### src/design/swm_pkg.sv
// Shared types and constants for the sliding window maximum block.
// No dependencies; imported by swm_cell and sliding_window_maximum_top.
package swm_pkg;

  localparam int DATA_W  = 32;
  localparam int WSIZE_W = 7;

  localparam logic signed [DATA_W-1:0] INT_MIN = {1'b1, {(DATA_W-1){1'b0}}};

  typedef logic signed [DATA_W-1:0] sample_t;

  typedef struct packed {
    logic load;       // a request is taken this cycle
    logic nbr_valid;  // neighbor cell covers samples of the current array
  } cell_ctl_t;

endpackage

### src/design/swm_cell.sv
// One cell of the maximum chain: holds the maximum of the last (index + 1) samples.
// Depends on swm_pkg.
module swm_cell
  import swm_pkg::*;
(
  input  logic      clk,
  input  cell_ctl_t ctl,
  input  sample_t   sample,
  input  sample_t   nbr_max,
  output sample_t   cell_max
);

  sample_t cell_max_next;

  always_comb begin
    if (ctl.nbr_valid && (nbr_max > sample)) begin
      cell_max_next = nbr_max;
    end else begin
      cell_max_next = sample;
    end
  end

  always_ff @(posedge clk) begin
    if (ctl.load) begin
      cell_max <= cell_max_next;
    end
  end

endmodule

### config.mk
export PLATFORM = sky130hd
export DESIGN_NAME = swm_cell
export DESIGN_NICKNAME = d
export VERILOG_FILES = /design/src/design/swm_pkg.sv /design/src/design/swm_cell.sv
export SDC_FILE = /design/constraint.sdc
export NUM_CORES = 1
export LEC_CHECK = 0
export BUFFER_PORTS_ARGS = -buffer_cell sky130_fd_sc_hd__buf_2
export CAP_MARGIN = 10
export CELL_PAD_IN_SITES_DETAIL_PLACEMENT = 1
export CELL_PAD_IN_SITES_GLOBAL_PLACEMENT = 1
export CORE_UTILIZATION = 38
export DETAILED_ROUTE_END_ITERATION = 12
export HOLD_SLACK_MARGIN = 0.05
export PLACE_DENSITY = 0.86
export SYNTH_ARGS = -nofsm -noshare
export SYNTH_HDL_FRONTEND = slang
export SYNTH_SLANG_ARGS = --single-unit
### constraint.sdc
create_clock -name clk -period 3.3 [get_ports clk]
set_clock_uncertainty 0.2 [all_clocks]
set_input_delay 0.165 -clock clk [delete_from_list [all_inputs] [get_ports clk]]
set_output_delay 0.165 -clock clk [all_outputs]
set_load 0.02 [all_outputs]
# Yosys cells after proc, flatten, opt, wreduce, memory -nomap -nowiden
# Cells that the tools add are included.
[op_classes]
reduce_logical = 1
mux = 1
order_cmp = 1
[ops]
columns = ["operator", "n"]
rows = [
  ["$gt A32 B32 Y1", 1],
  ["$mux W32", 1],
  ["$logic_and A1 B1 Y1", 1],
]
[totals]
output_inout_bits = 32
ff_bits = 32
in_bits = 67

# Depth between registers and ports, before layout
# Gate-level depths: netlist (run 1).
[logic_depth]
word_depth = 3
mapped_depth = 10
mapped_depth_nobuf = 8

# Worst setup path after synthesis (run 1)
# No wires, ideal clock.
[synth_path]
path_kind = "input -> register"
start = "input port sample[31]"
end = "register cell_max[30], data pin"
setup_slack_ns = 0.809
stages = 9
required_ns = 2.832
path_buffers = 1
setup_time_ns = 0.268
arrival_ns = 2.023
path_cell_list = "inv_1 > ha_1 > nand4_2 > or4_4 > o21a_4 > buf_6 > and3_1 > a22oi_1 > nand4_1"
[synth_via]
elab_chain_cells = 3
[synth_lines]
columns = ["element", "line_no", "rtl"]
rows = [
  ["from (decl)", "swm_cell.sv:8", "input sample_t sample,"],
  ["$gt A32 B32 Y1", "swm_cell.sv:16", "if (ctl.nbr_valid && (nbr_max > sample)) begin"],
  ["$logic_and A1 B1 Y1", "swm_cell.sv:16", ""],
  ["$mux W32", "swm_cell.sv:16", ""],
  ["net cell_max_next[30]", "swm_cell.sv:13", "sample_t cell_max_next;"],
  ["to (signal assigned)", "swm_cell.sv:25", "cell_max <= cell_max_next;"],
  ["to (decl)", "swm_cell.sv:10", "output sample_t cell_max"],
]
# The timed path passes the listed nets, and every way through them passes these cells.
# A chain may end at the register's enable or synchronous reset.

# Worst setup path in the final report (run 1)
[layout_path]
start = "input port sample[27]"
end = "register cell_max[15], data pin"
# Same word-level chain as after synthesis.

==> flow_summary.json, run 1 <==
{
  "diodes": 0,
  "crit_chain": "dlygate4sd3_1, buf_2, inv_1, ha_1, nand4_1, or4_4, o21ai_4, buf_4, nor3b_1, a22oi_1, nand4_1",
  "cp-start-kind": "primary input",
  "min_period_ns": 3.18,
  "track_usage": 0.253,
  "grt_pass1_vias": 4169,
  "dr_wl_met3_um": 549,
  "fmax_mhz": 314,
  "num_rows": 34,
  "post-place-cells": 625,
  "yosys_warnings": 0,
  "rsz0062_at_grt": "no",
  "drc": 8,
  "cts_buffers": 5,
  "dp_hpwl_um": 8240,
  "ant_nets": 0,
  "root_buffer": "clkbuf_8",
  "num-fill-cells": 1132,
  "avgSynthCellArea_sq_um": 7.83,
  "min_period_over_period": 0.965,
  "cp.arrival_ns": 3.01,
  "cts_htree_levels": 2,
  "drt-initial-drc-count": 177,
  "final_common_cell": "buf_2",
  "final-instance-count-excl-fill": 663,
  "syn_to_final_growth_pct": 27.3,
  "p_per_area_nw_per_um2": 325,
  "leakage_uw": 0.00199,
  "clockBufferDepth": 2,
  "clkTransAtPathRegs_ns": 0.08,
  "setup_viol": 0,
  "wl_per_cell_um": 18.4,
  "vias": 4002,
  "highest_layer": "met4",
  "power_uw": 1450,
  "antenna_found_initial": 0,
  "initial_core_util": 0.397,
  "grt_overflow_total": 0,
  "core-area_sq_um": 8810,
  "multi_input_area_sq_um": 2250,
  "crit_start": "sample[27]",
  "wl_met1_um": 5200,
  "max_slew_margin": 0.416,
  "synth-main-ff-cell": "edfxtp_1",
  "gp_congestion": 0.811,
  "critPathRequiredTime_ns": 3.13,
  "cp.depth": 11,
  "synth-edff-count": 32,
  "largest_reg_flops": 32,
  "status": "complete, but fails checks",
  "die_w_um": 97.9,
  "critPathMaxFanout": 35,
  "grt_pass1_wl_um": 19600,
  "synth-seq-area-share": 0.275,
  "syn_inst": 446,
  "violations": "DRC",
  "synthesis.nets": 545,
  "cpPeakStageDelay_ns": 0.60,
  "numClockSinks": 32,
  "dieArea_sq_um": 9580,
  "hold_path_class": "primary input to flip-flop",
  "drive_above_1_share": 0.220,
  "first_pass_iters": 8,
  "cp_common_cell": "nand4_1",
  "nNetsFinal": 653,
  "yosys.cell_types.count": 33,
  "via_per_inst": 6.04,
  "largest-register": "cell_max",
  "end_kind": "flip-flop",
  "grt_max_degree": 97,
  "synthArstFlopShare": 0,
  "path_class": "primary input to flip-flop",
  "maxSlewViolCount": 0,
  "drt-total-wl_um": 12200,
  "synth-seq-cells": 32,
  "reg_top3": "cell_max (32)",
  "drv_cap": 0,
  "tightest_slew_ns": 0.876,
  "setup_tns_ns": 0,
  "hold_viol_final": 0,
  "post_cts_buffers": 0,
  "crit_buf_inv": 4,
  "layout_common_cells": "buf_2 (98), nand4_1 (68), nand2_1 (39)",
  "die_height_um": 97.9,
  "port_buffers": 98,
  "wl_met2_um": 6260,
  "slowest_stage": "or4_4",
  "final-seq-area_sq_um": 961,
  "cp-endpoint": "cell_max[15]",
  "vdd_drop_max_mv": 0.144,
  "syn-cell-area_sq_um": 3490,
  "cts_tree": "yes",
  "path_delay_family": "buffers and inverters",
  "io_pins": 99
}
==> worst min-delay path by stage <==
stage	from	slack, ns	cells after the start	to
floorplan	ctl[1]	0.08	0	cell_max[0]
global placement	sample[10]	0.29	3	cell_max[10]
detailed placement	sample[2]	0.30	3	cell_max[2]
CTS	sample[28]	0.07	3	cell_max[28]
global route	sample[28]	0.07	3	cell_max[28]
finish	sample[28]	0.08	3	cell_max[28]
==> tightest hold or removal path, cell delays in order <==
cell and delay (ns):
buf_2 0.12, nand2_1 0.06, nand4_1 0.10
==> per-stage QoR <==
step / util / cell area [sq um] / hold WS [ns] / setup WS, ns
finish: 0.505 / 4450 / 0.0805 / 0.116
detailed placement: 0.462 / 4070 / 0.299 / 0.394
global route: 0.505 / 4450 / 0.0689 / 0.0154
global placement: 0.462 / 4070 / 0.286 / 0.477
CTS: 0.505 / 4450 / 0.0724 / 0.154
floorplan: - / 3490 / 0.0775 / 0.809
==> power by group <==
group          switching (uW)  internal [uW]
combinational             377            225
clock                     164            147
sequential               14.7            518
total                     555            890
==> synthesized netlist by cell type (2+ instances only) <==
master / number / area share
nand4_1: 68 / 0.12
nor2b_1: 2 / 0.0036
buf_6: 3 / 0.0097
and2_1: 2 / 0.0036
o21ai_1: 29 / 0.042
inv_1: 33 / 0.035
a22oi_1: 32 / 0.069
clkbuf_1: 30 / 0.032
and3_1: 32 / 0.057
and4_1: 4 / 0.010
o21ai_0: 8 / 0.011
ha_1: 32 / 0.11
a21oi_1: 14 / 0.020
nor2_1: 33 / 0.035
buf_4: 3 / 0.0064
edfxtp_1: 32 / 0.28
buf_2: 3 / 0.0043
nor3b_1: 31 / 0.067
nand2_1: 39 / 0.042
nand3_1: 3 / 0.0043
==> layout make-up <==
| type | instances | area share |
|---|---|---|
| clock buffers | 7 | 0.0172 |
| repair buffers | 140 | 0.201 |
| multi-input cells | 342 | 0.507 |
| inverters | 33 | 0.0279 |
| clock inverters | 1 | 0.000844 |
| well taps | 108 | 0.0304 |
| flip-flops and latches | 32 | 0.216 |
==> repair_timing <==
action / 4_1_cts / 5_1_grt
resized for setup: 0 / 0
hold buffers: 30 / 0
hold endpoints to repair: 30 / 0
==> layer usage <==
metal,vias up,track usage
met3,21,0.0344
met1,1962,0.296
li1,1898,-
met5,-,0
met4,0,0.101
met2,121,0.465
==> logic make-up after synthesis <==
| logic type | Yosys count | share of synthesized area |
|---|---|---|
| buffers and inverters | 72 | 0.0881 |
| DFF | 32 | 0.275 |
| adders and majority gates | 32 | 0.115 |
| AOI/OAI and AO/OA | 92 | 0.168 |
| and+or+nand+nor | 218 | 0.355 |
Power figures use the tool's default switching activity.
==> run 2, diff against run 1 <==
ABC_AREA = 1   (was not set)
CORE_MARGIN = 2   (was not set)
CORE_UTILIZATION = 36   (was 38)
==> run 2 against run 1 <==
Compared with the run above:
- the flow now finishes without violations
- synthesized cell count decreased by 36%
- critical path type unchanged
- power fell by 13%
- worst hold slack got worse by 0.026 ns
- count of clock-buffer cells in the layout down 2
- final cell count down 22%
- flip-flop and latch count did not move
- die area shrank 18%
==> flow_summary.json, run 2 <==
{
  "maxSlewViolCount": 0,
  "crit_buf_inv": 3,
  "yosys_warnings": 0,
  "min_to": "cell_max[8]",
  "grt_pass1_wl_um": 12300,
  "pwr-share-comb": 0.365,
  "port_buffers": 98,
  "vdd_drop_max_mv": 0.182,
  "synth-seq-cells": 32,
  "setup_viol": 0,
  "rsz0062_at_grt": "no",
  "cpPeakStageDelay_ns": 0.52,
  "synthTopCellsByCount": "nand2_2 (62), inv_1 (43), nand2_1 (40)",
  "yosys.cell_types.count": 19,
  "syn-cell-area_sq_um": 2570,
  "nNetsFinal": 521,
  "clockBufferDepth": 2,
  "switching_share": 0.342,
  "syn_inst": 287,
  "diodes": 0,
  "drv_cap": 0,
  "syn_to_final_growth_pct": 38.7,
  "critPathRequiredTime_ns": 3.13,
  "layout_common_cells": "buf_2 (98), nand2_2 (62), inv_1 (43)",
  "drt-initial-drc-count": 89,
  "cts_buffers": 5,
  "synth-seq-area-share": 0.373,
  "slowest_stage": "dlygate4sd3_1",
  "leakage_uw": 0.00183,
  "power_uw": 1260,
  "status": "finished, final reports clean",
  "largest_reg_flops": 32,
  "grt_overflow_total": 0,
  "avgSynthCellArea_sq_um": 8.97,
  "hold_depth": 3,
  "min-delay-start": "nbr_max[8]",
  "wl_per_cell_um": 15.2,
  "final_common_cell": "buf_2",
  "die_w_um": 88.6,
  "end_kind": "flip-flop",
  "dp_hpwl_um": 5420,
  "synth_area_leader_cell": "edfxtp_1",
  "cp.arrival_ns": 2.80,
  "min_period_over_period": 0.902,
  "p_per_area_nw_per_um2": 352,
  "p_seq_frac": 0.415,
  "synthTopCellsByArea": "edfxtp_1 (37%), ha_1 (16%), nand2_2 (15%)",
  "root_buffer": "clkbuf_8",
  "cp-start-kind": "primary input",
  "drt-total-wl_um": 7860,
  "hold_viol_final": 0,
  "vias": 2528,
  "first_pass_iters": 4,
  "track_usage": 0.205,
  "grt_max_degree": 34,
  "die_height_um": 88.6,
  "num_rows": 30,
  "dieArea_sq_um": 7840,
  "cts_tree": "yes",
  "core-area_sq_um": 6870,
  "path_delay_family": "simple AND/OR/NAND/NOR gates",
  "cts_htree_levels": 2,
  "ant_nets": 0,
  "synthesis.nets": 386,
  "clkTransAtPathRegs_ns": 0.07,
  "synth-edff-count": 32,
  "hold_path_class": "primary input to flip-flop",
  "cp_common_cell": "nand2_2",
  "gp_congestion": 0.759,
  "post_cts_buffers": 0,
  "tightest_slew_ns": 0.746,
  "synthArstFlopShare": 0,
  "drc": 0,
  "crit_chain": "dlygate4sd3_1, buf_2, inv_1, ha_1, a21oi_1, o21a_1, nand2_1, a21oi_1, nand2_1, nand2_2, nand3_4, nand2_2, nand2_2",
  "initial_core_util": 0.375,
  "fin_util": 0.520,
  "synth-main-ff-cell": "edfxtp_1",
  "antenna_found_initial": 0,
  "p_clk_frac": 0.220,
  "via_per_inst": 4.88,
  "grt_pass1_vias": 2766,
  "reg_top3": "cell_max (32)",
  "min_period_ns": 2.98,
  "critPathMaxFanout": 32,
  "numClockSinks": 32,
  "largest-register": "cell_max",
  "max_slew_margin": 0.503,
  "p_int_uw": 826,
  "fin_hold_ws_ns": 0.0548,
  "netlist.area_leader.share": 0.373,
  "synth.most_common_cell": "nand2_2",
  "path_class": "primary input to flip-flop",
  "fmax_mhz": 336,
  "io_pins": 99,
  "drive_above_1_share": 0.408,
  "power.switching_uw": 430,
  "setup_tns_ns": 0
}
==> run 2: cell count changes in the layout (fill, tap and decap cells not counted), moves of 9 or more <==
cell           change
a22oi_1           -32
and3_1            -32
buf_4              -9
dlygate4sd3_1     +10
inv_1             +10
nand2_2           +62
nand4_1           -34
nor2_1            -26
nor3b_1           -31
o21ai_1           -29
==> run 2: per-layer routing <==
layer  global-route usage  share of wire
met1                0.211           0.39
met2                0.405           0.55
met3               0.0392          0.051
met4               0.0758          0.010
met5                    0              0
==> run 2: cells by family (layout without fill, tap and decap cells) <==
logic type                 after synthesis  in the layout  share of synthesized area
buffers and inverters                   55            190                      0.104
AOI/OAI and AO/OA                       20             20                     0.0457
adders and majority gates               32             32                      0.156
DFF                                     32             32                      0.373
and+or+nand+nor                        148            148                      0.322
==> run 2: through the flow <==
stage | instance area (sq um) | instances | setup WS (ns)
2_1_floorplan | 2570 | 287 | 1.27
3_3_place_gp | 3090 | 471 | 0.695
3_5_place_dp | 3090 | 471 | 0.571
4_1_cts | 3570 | 518 | 0.339
5_1_grt | 3570 | 518 | 0.146
6_report | 3570 | 518 | 0.325
==> run 2: power groups by stage <==
stage	Combinational (uW)	Sequential [uW]	Clock [uW]
floorplan	218	593	0
global placement	399	528	0
detailed placement	419	529	0
CTS	457	522	289
global route	507	527	294
finish	459	522	276
==> run 2: worst max path at each step <==
| stage | end | startpoint | cells past startpoint | slack (ns) |
|---|---|---|---|---|
| finish | cell_max[22] | sample[29] | 13 | 0.32 |
| CTS | cell_max[23] | sample[27] | 14 | 0.34 |
| floorplan | cell_max[10] | sample[31] | 12 | 1.27 |
| detailed placement | cell_max[3] | sample[27] | 13 | 0.57 |
| global route | cell_max[24] | sample[31] | 13 | 0.15 |
| global placement | cell_max[31] | sample[31] | 12 | 0.70 |
==> run 2: area by class of cell <==
cell class	count	area (sq um)
well taps	96	120
inverters	43	161
fillers	839	3300
flip-flops and latches	32	961
repair buffers	140	906
clock buffers	5	68.8
clock inverters	2	7.51
multi-input cells	200	1350
==> run 2: timing repair <==
item / in CTS / in global routing
hold buffers: 40 / 0
gates resized for setup: 0 / 0
hold endpoints to repair: 32 / 0
==> run 3, diff against run 2 <==
CORE_UTILIZATION = 39   (was 36)
PLACE_DENSITY = 0.92   (was 0.86)
clock period = 3.75 ns   (was 3.3 ns; I/O delays follow)
==> run 3 against run 2 <==
Compared with the run above:
- sequential share of layout area is 0.65 points higher
- core utilization is 2.9 points higher
- count of clock-buffer cells in the layout stayed put
- sequential power is 11% lower
- highest routed layer unchanged
==> flow_summary.json, run 3 (same netlist as run 2, synthesis figures left out) <==
{
  "status": "finished, final reports clean",
  "cts_buffers": 5,
  "root_buffer": "clkbuf_8",
  "reg_top3": "cell_max (32)",
  "dieArea_sq_um": 7270,
  "min_period_over_period": 0.888,
  "hold_viol_final": 0,
  "tightest_slew_ns": 0.793,
  "maxSlewViolCount": 0,
  "wl_per_cell_um": 17.2,
  "final-seq-area_sq_um": 961,
  "hold_depth": 3,
  "largest_reg_flops": 32,
  "pre_cts_ws_ns": 0.990,
  "post_cts_buffers": 0,
  "critPathRequiredTime_ns": 3.59,
  "multi_input_area_sq_um": 1360,
  "min-delay-start": "nbr_max[4]",
  "power_uw": 1130,
  "setup_tns_ns": 0,
  "initial_core_util": 0.405,
  "numClockSinks": 32,
  "layout_common_cells": "buf_2 (98), nand2_2 (62), inv_1 (43)",
  "gp_congestion": 0.764,
  "rsz0062_at_grt": "no",
  "first_pass_iters": 4,
  "clkTransAtPathRegs_ns": 0.07,
  "syn_to_final_growth_pct": 35.5,
  "largest-register": "cell_max",
  "min_to": "cell_max[4]",
  "vias": 2581,
  "leakage_uw": 0.00180,
  "via_per_inst": 5.24,
  "die_w_um": 85.2,
  "ctsResizeCount": 0,
  "die_height_um": 85.2,
  "antenna_found_initial": 0,
  "clockBufferDepth": 2,
  "cts_tree": "yes",
  "p_per_area_nw_per_um2": 324,
  "grt_pass1_wl_um": 13200,
  "end_kind": "flip-flop",
  "drc": 0,
  "cts_htree_levels": 2,
  "grt_max_degree": 34,
  "cp.arrival_ns": 3.17,
  "setup_viol": 0,
  "min_period_ns": 3.33,
  "io_pins": 99,
  "critPathMaxFanout": 34,
  "setup_ws_ns": 0.419,
  "grt_overflow_total": 0,
  "drt-initial-drc-count": 86,
  "port_buffers": 98,
  "path_class": "primary input to flip-flop",
  "num_rows": 29,
  "max_slew_margin": 0.472,
  "drt-total-wl_um": 8480,
  "fin_util": 0.549,
  "hold_path_class": "primary input to flip-flop",
  "track_usage": 0.234,
  "num-fill-cells": 775,
  "cp-start-kind": "primary input",
  "drive_above_1_share": 0.416,
  "vdd_drop_max_mv": 0.181,
  "dp_hpwl_um": 5380,
  "fmax_mhz": 300,
  "ant_nets": 0,
  "nNetsFinal": 515,
  "drv_cap": 0,
  "grt_pass1_vias": 2778,
  "diodes": 0,
  "final_common_cell": "buf_2",
  "core-area_sq_um": 6350
}
[run 3: changes by cell type in the layout (fill, tap and decap cells not counted)]
| cell | before | now |
|---|---|---|
| nand3_2 | 1 | 2 |
| dlygate4sd3_1 | 40 | 33 |
[run 3: power by group]
group	total, uW	switching [uW]	internal, uW
combinational	407	253	154
clock	260	137	123
sequential	462	14.0	448
total	1130	404	725
[run 3: per-layer routing]
metal  wire length (um)  vias up  global-route usage  part of all wire
li1                   -     1225                   -                 -
met1               3120     1234               0.232              0.37
met2               4670       89               0.455              0.55
met3                366       33              0.0447             0.043
met4                318        0               0.118             0.038
met5                  0        -                   0                 0
[run 3: critical path, stage by stage]
cell and delay (ns):
dlygate4sd3_1 0.52, buf_2 0.11, inv_1 0.04, ha_1 0.35
nand2_1 0.13, nor2_2 0.06, nand2_2 0.07, nor3b_2 0.05
nand2_1 0.08, o21a_4 0.40, nand3_4 0.38, nand2_1 0.16
nand2_1 0.05, dlygate4sd3_1 0.55
[run 3: through the flow]
stage | cell area, sq um | hold WS, ns | std cells
floorplan | 2570 | 0.100 | 287
global placement | 3070 | 0.276 | 452
detailed placement | 3070 | 0.281 | 452
CTS | 3480 | 0.0562 | 492
global route | 3490 | 0.0683 | 493
finish | 3490 | 0.0646 | 493
[run 3: worst max-delay path by stage]
| stage | to | cells past startpoint | start | slack, ns |
|---|---|---|---|---|
| finish | cell_max[0] | 14 | sample[31] | 0.42 |
| CTS | cell_max[0] | 14 | sample[31] | 0.22 |
| global route | cell_max[0] | 14 | sample[31] | 0.19 |
| detailed placement | cell_max[26] | 12 | sample[31] | 0.99 |
| global placement | cell_max[0] | 12 | sample[31] | 1.13 |
| floorplan | cell_max[10] | 12 | sample[31] | 1.70 |
[run 3: cell type report]
cell class	instances	area share
clock inverter	2	0.00215
timing repair buffer	133	0.240
tap	77	0.0276
inverter	43	0.0463
multi-input combinational	201	0.389
clock buffer	5	0.0197
sequential	32	0.276
[run 3: timing repair]
action                     4_1_cts  5_1_grt
hold buffers                    33        0
setup endpoints to repair        0        1
hold endpoints to repair        32        0
